**config.mk**
```make
export PLATFORM = sky130hd
export DESIGN_NAME = ordered_key_list_table_unit
export DESIGN_NICKNAME = d
export VERILOG_FILES = /design/src/rtl/okl_pkg.sv /design/src/rtl/ordered_key_list_table_unit.sv /design/src/rtl/okl_cell.sv
export VERILOG_INCLUDE_DIRS = /design/src /design/src/rtl
export SDC_FILE = /design/constraint.sdc
export NUM_CORES = 2
export LEC_CHECK = 0
export BUFFER_PORTS_ARGS = -buffer_cell sky130_fd_sc_hd__buf_2
export CORE_UTILIZATION = 58
export DETAILED_ROUTE_END_ITERATION = 8
export HOLD_SLACK_MARGIN = 0.05
export PLACE_DENSITY = 0.81
export SLEW_MARGIN = 20
export SYNTH_ARGS = -nofsm -noshare
export SYNTH_HDL_FRONTEND = slang
export SYNTH_SLANG_ARGS = --single-unit
```
**constraint.sdc**
```tcl
create_clock -name clk -period 5.5 [get_ports clk]
set_clock_uncertainty 0.15 [all_clocks]
set_input_delay 0.825 -clock clk [delete_from_list [all_inputs] [get_ports clk]]
set_output_delay 0.825 -clock clk [all_outputs]
set_load 0.01 [all_outputs]
```
**src/rtl/ordered_key_list_table_unit_macros.svh**
```systemverilog
// Assertion macros used by the ordered key list table top level.
`ifndef ORDERED_KEY_LIST_TABLE_UNIT_MACROS_SVH
`define ORDERED_KEY_LIST_TABLE_UNIT_MACROS_SVH

// Same-cycle implication, sampled on clk, off during reset.
`define OKL_ASSERT_NOW(label, ante, cons, msg) \
	label: assert property (@(posedge clk) disable iff (!arst_n) (ante) |-> (cons)) \
		else $error(msg);

// Next-cycle implication, sampled on clk, off during reset.
`define OKL_ASSERT_NEXT(label, ante, cons, msg) \
	label: assert property (@(posedge clk) disable iff (!arst_n) (ante) |=> (cons)) \
		else $error(msg);

`endif

```
**src/rtl/okl_pkg.sv**
```systemverilog
// Types and codes for the ordered key list table.
package okl_pkg;

	localparam int KEY_W = 32;

	typedef logic [KEY_W-1:0] key_t;

	// Request commands
	typedef enum logic [1:0] {
		CMD_APPEND = 2'd0,
		CMD_FIND   = 2'd1,
		CMD_REMOVE = 2'd2
	} cmd_t;

	// Result status codes
	typedef enum logic [1:0] {
		STAT_OK        = 2'd0,
		STAT_NOT_FOUND = 2'd1,
		STAT_FULL      = 2'd2
	} stat_t;

	// Control states
	typedef enum logic {
		STATE_IDLE = 1'b0,
		STATE_EXEC = 1'b1
	} state_t;

endpackage

```
**src/rtl/ordered_key_list_table_unit.sv**
```systemverilog
// Top level of the ordered key list table: a chain of key cells with a shared controller.
//
// Ordered list of up to DEPTH 32-bit keys with append, find and remove-first-match.
// For each request, in the accept cycle every cell compares its key
// with the request key and registers a match bit; in the execute state the lowest
// matching cell is picked with one DEPTH-bit subtract, the result is loaded into
// the output register, and on remove every cell at or above the match takes its
// right neighbor's key in the same edge. A new request is taken once the previous
// one has left the execute cycle; that cycle waits only while an earlier result is
// still held in the output register. No clearing pass is needed after reset.
`include "ordered_key_list_table_unit_macros.svh"

module ordered_key_list_table_unit
	import okl_pkg::*;
#(
	parameter int DEPTH = 64
) (
	input  logic                     clk,
	input  logic                     arst_n,
	input  logic                     in_valid,
	output logic                     in_ready,
	input  logic [1:0]               cmd,
	input  logic signed [KEY_W-1:0]  key,
	output logic                     out_valid,
	input  logic                     out_ready,
	output logic [1:0]               status,
	output logic [((DEPTH > 1) ? $clog2(DEPTH) : 1)-1:0] position,
	output logic [$clog2(DEPTH+1)-1:0] entry_count
);

	localparam int PW = (DEPTH > 1) ? $clog2(DEPTH) : 1;
	localparam int CW = $clog2(DEPTH + 1);

	state_t         state_q, state_d;
	cmd_t           cmd_q;
	key_t           key_q;
	logic [CW-1:0]  count_q, count_d;
	stat_t          status_q, status_d;
	logic [PW-1:0]  position_q, position_d;
	logic           out_valid_q;

	logic           accept;
	logic           do_exec;
	logic           full;
	logic           found;
	logic [DEPTH-1:0] match_vec;
	logic [DEPTH-1:0] match_dec;
	logic [DEPTH-1:0] first_hot;
	logic [DEPTH-1:0] tail_mask;
	logic [DEPTH-1:0] load_vec;
	logic [DEPTH-1:0] shift_vec;
	logic [DEPTH-1:0] use_vec;
	logic [PW-1:0]  first_pos;
	key_t           entry_w [DEPTH];

	assign accept  = in_valid && in_ready;
	assign do_exec = (state_q == STATE_EXEC) && (!out_valid_q || out_ready);
	assign full    = (count_q == CW'(DEPTH));

	// Cell row; each cell hands its key to the left neighbor on a remove
	for (genvar i = 0; i < DEPTH; i++) begin : g_cell
		key_t nxt;
		if (i == DEPTH - 1) begin : g_last
			assign nxt = entry_w[i];
		end else begin : g_mid
			assign nxt = entry_w[i+1];
		end

		assign use_vec[i]   = (CW'(i) < count_q);
		assign load_vec[i]  = do_exec && (cmd_q == CMD_APPEND) && !full
			&& (count_q == CW'(i));
		assign shift_vec[i] = do_exec && (cmd_q == CMD_REMOVE) && tail_mask[i];

		okl_cell u_cell (
			.clk      (clk),
			.cmp_en   (accept),
			.in_use   (use_vec[i]),
			.cmp_key  (key),
			.load_en  (load_vec[i]),
			.load_key (key_q),
			.shift_en (shift_vec[i]),
			.next_key (nxt),
			.entry    (entry_w[i]),
			.match    (match_vec[i])
		);
	end

	// Lowest match: one-hot pick and the mask of cells at or above it
	assign match_dec = match_vec - DEPTH'(1);
	assign first_hot = match_vec & ~match_dec;
	assign tail_mask = ~(match_vec ^ match_dec) | first_hot;
	assign found     = |match_vec;

	// One-hot to index
	always_comb begin
		first_pos = '0;
		for (int i = 0; i < DEPTH; i++) begin
			if (first_hot[i]) begin
				first_pos = first_pos | PW'(i);
			end
		end
	end

	// Result and next count
	always_comb begin
		status_d   = STAT_OK;
		position_d = '0;
		count_d    = count_q;
		case (cmd_q)
			CMD_APPEND: begin
				if (full) begin
					status_d = STAT_FULL;
				end else begin
					position_d = count_q[PW-1:0];
					count_d    = count_q + CW'(1);
				end
			end
			CMD_FIND: begin
				if (found) begin
					position_d = first_pos;
				end else begin
					status_d = STAT_NOT_FOUND;
				end
			end
			CMD_REMOVE: begin
				if (found) begin
					position_d = first_pos;
					count_d    = count_q - CW'(1);
				end else begin
					status_d = STAT_NOT_FOUND;
				end
			end
			default: begin
				status_d = STAT_OK;
			end
		endcase
	end

	// Controller state register
	always_ff @(posedge clk or negedge arst_n) begin
		if (!arst_n) begin
			state_q <= STATE_IDLE;
		end else begin
			state_q <= state_d;
		end
	end

	// Next state and request handshake
	always_comb begin
		state_d  = state_q;
		in_ready = 1'b0;
		case (state_q)
			STATE_IDLE: begin
				in_ready = 1'b1;
				if (in_valid) begin
					state_d = STATE_EXEC;
				end
			end
			STATE_EXEC: begin
				if (do_exec) begin
					state_d = STATE_IDLE;
				end
			end
			default: begin
				state_d = STATE_IDLE;
			end
		endcase
	end

	// Captured command and key; the key is held for the append load
	always_ff @(posedge clk) begin
		if (accept) begin
			cmd_q <= cmd_t'(cmd);
			key_q <= key;
		end
	end

	// Entry count and output valid
	always_ff @(posedge clk or negedge arst_n) begin
		if (!arst_n) begin
			count_q     <= '0;
			out_valid_q <= 1'b0;
		end else begin
			if (do_exec) begin
				count_q     <= count_d;
				out_valid_q <= 1'b1;
			end else if (out_ready) begin
				out_valid_q <= 1'b0;
			end
		end
	end

	// Output payload register
	always_ff @(posedge clk) begin
		if (do_exec) begin
			status_q   <= status_d;
			position_q <= position_d;
		end
	end

	assign out_valid   = out_valid_q;
	assign status      = status_q;
	assign position    = position_q;
	assign entry_count = count_q;

	// Checks
	`OKL_ASSERT_NOW(a_count_bound, 1'b1, count_q <= CW'(DEPTH), "entry count above depth")
	`OKL_ASSERT_NEXT(a_accept_exec, accept, state_q == STATE_EXEC, "accept did not start execute")
	`OKL_ASSERT_NOW(a_result_src, $rose(out_valid_q), $past(state_q) == STATE_EXEC,
		"result appeared without an execute cycle")
	`OKL_ASSERT_NOW(a_pos_zero, out_valid_q && (status_q != STAT_OK), position_q == '0,
		"nonzero position on failed request")

endmodule

```
**src/rtl/okl_cell.sv**
```systemverilog
// One list cell: holds a key, compares it, and takes its right neighbor's key on a shift.
module okl_cell
	import okl_pkg::*;
(
	input  logic clk,
	input  logic cmp_en,
	input  logic in_use,
	input  key_t cmp_key,
	input  logic load_en,
	input  key_t load_key,
	input  logic shift_en,
	input  key_t next_key,
	output key_t entry,
	output logic match
);

	key_t entry_q;
	logic match_s1;

	// Compare against the incoming key; flag only occupied cells
	always_ff @(posedge clk) begin
		if (cmp_en) begin
			match_s1 <= in_use && (entry_q == cmp_key);
		end
	end

	// Close a gap from the right, or take an appended key
	always_ff @(posedge clk) begin
		if (shift_en) begin
			entry_q <= next_key;
		end else if (load_en) begin
			entry_q <= load_key;
		end
	end

	assign entry = entry_q;
	assign match = match_s1;

endmodule

```
# --- After elaboration in Yosys (flattened, before gate mapping) ---
# Index checks and enable logic that the tools add are counted.
word_totals:
  in_bits: 38
  word_cells: 895
  output_inout_bits: 17
  regBits: 2163
op_classes:
  n_bitwise: 7
  n_eq_ne: 134
  n_reduce_logical: 272
  n_addsub: 3
  n_mux: 280
  n_lt_le_gt_ge: 64
op_table:
  columns: ["cell", "n"]
  rows:
  - ["two-way mux 32 bit", 191]
  - ["equality test 32 bit", 64]
  - ["equality test 7 x 6 -> 1 bit, second input constant", 32]
  - ["< comparator 6 x 7 -> 1 bit, first input constant", 32]
  - ["two-way mux 6 bit", 37]
  - ["logical AND 1 bit", 197]
  - ["nonzero test 2 bit", 66]
  - ["inverter 64 bit", 2]
  - ["equality test 7 x 5 -> 1 bit, second input constant", 16]
  - ["< comparator 5 x 7 -> 1 bit, first input constant", 16]
  - ["two-way mux 5 bit", 16]
  - ["bitwise AND 64 bit", 1]
  - ["OR 64 bit", 1]
  - ["OR reduction 64 bit", 1]
  - ["subtractor 64 x 1 -> 64 bit, second input constant", 1]
  - ["bitwise XOR 64 bit", 1]
  - ["equality test 7 x 4 -> 1 bit, second input constant", 8]
  - ["< comparator 4 x 7 -> 1 bit, first input constant", 8]
  - ["two-way mux 4 bit", 8]
  - ["equality test 7 x 3 -> 1 bit, second input constant", 4]
  - ["< comparator 3 x 7 -> 1 bit, first input constant", 4]
  - ["two-way mux 7 bit", 4]
  - ["one-hot mux 6 bit (3 select lines)", 1]
  - ["equality test 7 x 2 -> 1 bit, second input constant", 2]
  - ["24 further kinds", 47]

# --- Longest topological paths before layout ---
depth:
  depth_word: 69
  depth_mapped: 10
  ltp_nobuf: 9

# --- Modules after synthesis ---
# From an unflattened synthesis, not the netlist that was laid out.
unflattened:
  cells_unflattened: 7986
  hier_area_um2: 115971.2
modules_own_cells:
  columns: ["mod", "n_inst", "seq_area_each_um2", "cells_per_inst", "area_each_um2"]
  rows:
  - ["okl_cell", 64, 991.0, 114, 1732.9]
  - ["ordered_key_list_table_unit", 1, 1486.4, 690, 5064.9]

# --- Worst setup path before layout ---
# Ideal clock, no wire load.
synth_timing:
  path_type: "input to register"
  startpoint: "in in_valid"
  endpoint: "reg cmd_q[0], enable pin"
  path_stages: 1
  setup_time_ns: 0.567
  t_required_ns: 4.783
  n_path_buf: 0
  arrival_ns: 5.092
  slack_ns: -0.309
  cell_sequence: "nor2b_1"
synth_via:
  elab_chain_cells: 1
synth_lines:
  columns: ["element", "line", "source"]
  rows:
  - ["start, declared", "ordered_key_list_table_unit.sv:20", "input logic in_valid,"]
  - ["logical AND 1 bit", "ordered_key_list_table_unit.sv:56", "assign accept = in_valid && in_ready;"]
  - ["end signal, assigned", "ordered_key_list_table_unit.sv:173", "cmd_q <= cmd_t'(cmd);"]
  - ["end, declared", "ordered_key_list_table_unit.sv:35", "cmd_t cmd_q;"]
# Every way passes these cells.
# A chain may end at the register's enable or synchronous reset.

# --- Worst setup path after layout ---
layout_timing:
  startpoint: "reg g_cell[56].u_cell.match_s1"
  endpoint: "reg g_cell[63].u_cell.entry_q[30], enable pin"
layout_via:
  elab_chain_cells: 7
  elab_cells_between_ends: 10
  classes_between: "1 x add/sub; 6 x bitwise; 3 x reduce/logical"
layout_lines:
  columns: ["element", "line", "source"]
  rows:
  - ["start, declared", "okl_cell.sv:18", "logic match_s1;"]
  - ["start signal, assigned", "okl_cell.sv:23", "match_s1 <= in_use && (entry_q == cmp_key);"]
  - ["subtractor 64 x 1 -> 64 bit (*)", "ordered_key_list_table_unit.sv:89", "assign match_dec = match_vec - DEPTH'(1);"]
  - ["bitwise XOR 64 bit / inverter 64 bit (equally long branches)", "ordered_key_list_table_unit.sv:91, ordered_key_list_table_unit.sv:90", null]
  - ["inverter 64 bit / bitwise AND 64 bit (equally long branches)", "ordered_key_list_table_unit.sv:91, ordered_key_list_table_unit.sv:90", null]
  - ["OR 64 bit (*)", "ordered_key_list_table_unit.sv:91", "assign tail_mask = ~(match_vec ^ match_dec) | first_hot;"]
  - ["logical AND 1 bit (*)", "ordered_key_list_table_unit.sv:72", "assign shift_vec[i] = do_exec && (cmd_q == CMD_REMOVE) && tail_mask[i];"]
  - ["nonzero test 2 bit (no source line) / inverter 1 bit (equally long branches)", null, null]
  - ["AND reduction 2 bit (no source line) (*)", null, null]
  - ["end signal, assigned", "okl_cell.sv:30", "entry_q <= next_key;"]
  - ["end signal, assigned", "okl_cell.sv:32", "entry_q <= load_key;"]
  - ["end, declared", "okl_cell.sv:17", "key_t entry_q;"]
# Mark *: on every way between the ends. The rest lies on a longest branch, timed or not.

==> results <==
- Setup violations remaining at the end of the flow were counted as 0.
- The H-tree generated during clock tree synthesis spans 4 levels.
- The maximum number of pins on one net before global-route repair is 57.
- The uppermost layer routed is met5.
- The max-slew headroom at the worst pin is between 20% and 30%.
- Summing over every cut layer, the via total after detailed routing is about 75000.
- The number of buffer cells added on primary ports is 54.
- Summing the areas of all and, or, nand and nor instances in the mapped netlist gives around 5% of the synthesized area.
- The distinct cell type count of the synthesized netlist is 84.
- The average instance in the mapped netlist occupies 14.2 um^2.
- The later pin in the worst-skew pair is clocked with a latency of ~0.90 ns.
- TritonCTS built the clock tree.
- The post-synthesis cell count is roughly 8200.
- The I/O pin count is 55.
- The amount of wire on met3 after detailed routing is just under 50 mm.
- After the first detailed-routing iteration, the DRC count stood at between 10000 and 15000.
- The run finished, with violations left.
- The number of search-and-repair iterations in the first detailed-routing pass is 9.
- After synthesis, the largest family of logic cells by area is multiplexers.
- The total overflow reported by the global router is 0.
- The area growth from synthesis to layout is 10.2%.
- The area of the core is about 200000 um^2.
- Counting the fill cells in the layout gives between 10000 and 15000.
- The number of vias per cell is between 6 and 7.
- Timing analysis after detailed placement gives a worst setup slack of approximately 1.3 ns.
- Static timing analysis puts the maximum clock frequency at 0.236 GHz.
- Setup slack on the worst reg-to-reg path comes out at 1.26 ns.
- Setup repair after global routing left no endpoint under its margin.
- The longest clock path from root to sink contains 3 buffers.
- The synthesized area is roughly 120000 um^2.
- Of the cells placed in the final design, the portion with a size suffix greater than 1 is around 34%.
- For this run, asynchronously set or reset flops after synthesis account for less than 1%.
- The HPWL reported at the end of detailed placement is about 260 mm.
- The final period utilization is about 77%.
- The checks that failed: DRC.
- The power per unit of standard cell area is between 400 and 500 nW/um^2.
- In this run, synthesis inferred ~2200 flip-flops with an integrated enable.
- At the worst endpoint, the required time is 5.86 ns.
- The area of all sequential standard cells is 64900 um^2.
- For this run, design rule violations remaining after detail routing come to 1.
- The post-layout net count is between 8000 and 9000.
- The number of nets with antenna violations after detailed routing is 0.
- The synthesized netlist devotes 15.5% of its cell area to XOR and XNOR gates.
- After floorplanning, the core was divided into around 160 placement rows.
- The number of antenna violations at the first check in global routing came to 23.
- Among all flip-flop cells after synthesis, the most frequent one is sky130_fd_sc_hd__edfxtp_1.
- The floorplan step defined a die boundary enclosing a little over 200000 um^2.
- The worst-case vdd ir drop is 0.409 mV.
- The worst setup path is captured at a register.
- The number of synthesized register bits is 2163.
- sky130_fd_sc_hd__edfxtp_1 takes more of the synthesized area than any other cell.
- The data arrival time of the worst path is roughly 4.6 ns.
- The starting density of the core is approximately three fifths.
- Sorting the synthesized cells by area gives the leading types as sky130_fd_sc_hd__edfxtp_1 56%, sky130_fd_sc_hd__mux2_2 19%, sky130_fd_sc_hd__xor2_1 8.4%.
- The routed length on met2 is 174 mm.
- Multiplexer cells account for a little under 20% of the synthesized area.
- The sort of element at the start of the critical path is a register.
- Setup total negative slack on the finished layout was measured at 0 ns.
- The portion of the post-synthesis area used by sequential elements is between 50 and 60%.
- The final critical-path required period is roughly 4.2 ns.
- Counting every sink on the clock net gives around 2200.
- The first global-routing pass estimated 558 mm of wire.
- The number of CTS-inserted buffers is ~220.
- The per-cell routed wire length is ~36 um.
- The clock root buffer is sky130_fd_sc_hd__clkbuf_16.
- The synthesized design devotes to its leading area cell type between 50% and 60% of total area.
- The count of final max-slew check failures is 0.
- The post-synthesis adder-cell area fraction is less than 1%.
- Yosys printed 0 warnings.
- The static leakage is between 40 and 50 nW.
- In this run the worst hold path is classified as input port to register.
- The critical path is of the register to register type.
- The worst path meets setup with 1.26 ns of slack.
- The largest fanout on the critical path is 32.
- The met1 layer wirelength in the final routing is roughly 140 mm.
- The global placement routability congestion is slightly above 1.
- The die is around 450 um tall.
- The number of global-route vias before repair is about 74000.
- For the pin with the worst max-slew slack, the measured transition is ~1.2 ns.
- The post-synthesis net count is between 8000 and 9000.
- The number of endpoints with negative hold slack in the final report is 0.
- The floorplan step set the die width to around 450 um.
- Global routing used between 30% and 40% of the available tracks.
- The wire length reported by the detailed router is between 300 and 400 mm.
- The compound-cell area share of the yosys netlist is 1.39%.
- The clock edge transition at the registers on the reported setup and hold paths is 0.06 ns.
- The multi-input combinational cell area is 49200 um^2.
- The max-cap violation count is 0.
power by group:
part	internal, mW	switching (mW)	leakage, nW
Sequential	21.7	1.66	19.8
Combinational	5.37	8.22	18.4
Clock	8.16	6.69	3.39
Total	35.2	16.6	41.6
cell usage in the layout (no fill, tap or decap), types with 13 or more instances in the layout:
cell,instances
sky130_fd_sc_hd__xnor2_1,933
sky130_fd_sc_hd__edfxtp_1,2154
sky130_fd_sc_hd__clkinv_1,55
sky130_fd_sc_hd__mux2_4,20
sky130_fd_sc_hd__clkbuf_16,226
sky130_fd_sc_hd__nor4_1,347
sky130_fd_sc_hd__buf_6,32
sky130_fd_sc_hd__clkinv_2,34
sky130_fd_sc_hd__mux2_1,15
sky130_fd_sc_hd__o2111ai_1,14
sky130_fd_sc_hd__nand4_1,283
sky130_fd_sc_hd__inv_1,21
sky130_fd_sc_hd__o21ai_0,16
sky130_fd_sc_hd__o21ai_4,14
sky130_fd_sc_hd__nand2_1,78
sky130_fd_sc_hd__mux2_2,1981
sky130_fd_sc_hd__buf_2,22
sky130_fd_sc_hd__o211ai_1,17
sky130_fd_sc_hd__bufinv_16,13
sky130_fd_sc_hd__nor2_1,57
sky130_fd_sc_hd__xor2_1,1121
sky130_fd_sc_hd__buf_12,32
sky130_fd_sc_hd__nand3_1,81
sky130_fd_sc_hd__clkbuf_1,59
sky130_fd_sc_hd__a21oi_1,23
sky130_fd_sc_hd__nor3_1,50
sky130_fd_sc_hd__o21bai_2,17
sky130_fd_sc_hd__buf_4,313
sky130_fd_sc_hd__o21ai_2,25
final timing paths:
kind                                          endpoint                        start  cells after the start
max                        g_cell[63].u_cell.entry[30]      g_cell[56].u_cell.match                      8
min                                            state_q                     in_valid                      3
max reg2reg                g_cell[63].u_cell.entry[30]      g_cell[56].u_cell.match                      8
min reg2reg                g_cell[30].u_cell.entry[21]  g_cell[31].u_cell.entry[21]                      1
max in group asynchronous               entry_count[4]                       arst_n                      2
min in group asynchronous                    out_valid                       arst_n                      2
synthesized netlist by cell type, types with 9 or more instances:
library cell                   n
sky130_fd_sc_hd__nor2_1       70
sky130_fd_sc_hd__ha_1          9
sky130_fd_sc_hd__a21oi_1      33
sky130_fd_sc_hd__mux2_4       20
sky130_fd_sc_hd__o211ai_1     17
sky130_fd_sc_hd__xor2_1     1121
sky130_fd_sc_hd__inv_1        21
sky130_fd_sc_hd__nand3_1      81
sky130_fd_sc_hd__nand2b_1     10
sky130_fd_sc_hd__dfrtp_1       9
sky130_fd_sc_hd__a2111oi_0    10
sky130_fd_sc_hd__nor3_1       51
sky130_fd_sc_hd__edfxtp_1   2154
sky130_fd_sc_hd__buf_1       129
sky130_fd_sc_hd__clkbuf_1    438
sky130_fd_sc_hd__mux2_2     1981
sky130_fd_sc_hd__and3_1       11
sky130_fd_sc_hd__buf_2        95
sky130_fd_sc_hd__o21ai_0      42
sky130_fd_sc_hd__nor2b_1       9
sky130_fd_sc_hd__and2_1        9
sky130_fd_sc_hd__buf_6         9
sky130_fd_sc_hd__o2111ai_1    14
sky130_fd_sc_hd__nor4_1      349
sky130_fd_sc_hd__o21bai_1     25
sky130_fd_sc_hd__xnor2_1     933
sky130_fd_sc_hd__o22ai_1      11
sky130_fd_sc_hd__mux2_1       15
sky130_fd_sc_hd__nand2_1      80
sky130_fd_sc_hd__buf_4        15
sky130_fd_sc_hd__nand4_1     283
per-layer routing:
metal | global-route usage (%) | vias to the layer above
met3 | 9.22 | 1443
met4 | 23.0 | 16
met2 | 58.5 | 5834
li1 | - | 30300
met1 | 50.9 | 37700
met5 | 0 | -
kinds of logic (layout without fill, tap and decap cells):
logic type | Yosys count | after routing
compound gates | 227 | 227
buf+inv | 707 | 837
other cells | 0 | 12
flops | 2163 | 2163
xor+xnor | 2054 | 2054
fa+ha+maj | 9 | 9
simple gates | 1010 | 1010
mux | 2016 | 2016
registers in the layout, indices dropped and copies added, names as in the netlist:
name                 count
key_q                   32
entry_count              7
position                 6
g_cell.u_cell.match     64
out_valid                1
g_cell.u_cell.entry   2048
status                   2
state_q                  1
cmd_q                    2
through the flow:
| stage | area [um^2] | hold WS (ns) | cells | total power [mW] | utilization [%] |
|---|---|---|---|---|---|
| after CTS | 128000 | 0.0550 | 10900 | 51.2 | 64.6 |
| final | 128000 | 0.182 | 11000 | 51.8 | 64.7 |
| after detailed placement | 121000 | 0.427 | 10500 | 36.6 | 61.0 |
| after floorplan | 116000 | 0.274 | 8186 | 31.6 | - |
| after global routing | 128000 | 0.156 | 11000 | 52.8 | 64.6 |
| after global placement | 121000 | 0.425 | 10500 | 36.3 | 61.0 |
critical path, stage by stage, from the launching register on:
cell	delay, ns
sky130_fd_sc_hd__edfxtp_1	0.52
sky130_fd_sc_hd__or4_1	0.56
sky130_fd_sc_hd__nor4_1	0.56
sky130_fd_sc_hd__buf_4	0.23
sky130_fd_sc_hd__nand3b_1	0.17
sky130_fd_sc_hd__nor4_1	0.43
sky130_fd_sc_hd__nor2_1	0.12
sky130_fd_sc_hd__nor3_2	0.60
sky130_fd_sc_hd__buf_4	0.52
area by class of cell:
| cell class | instances | area share, % |
|---|---|---|
| Clock inverter | 123 | 0.848 |
| Tap cell | 2640 | 2.58 |
| Multi-Input combinational cell | 5316 | 38.4 |
| Inverter | 21 | 0.0615 |
| Sequential cell | 2163 | 50.6 |
| Antenna cell | 12 | 0.0234 |
| Timing Repair Buffer | 408 | 2.85 |
| Clock buffer | 285 | 4.59 |
repair_timing:
action	in CTS	in global routing
gates resized for setup	0	0
setup endpoints to repair	0	0
endpoints found under the hold margin	9	2
hold buffers	1	2
buffers inserted	0	0
(Power assumes the default switching activity.)
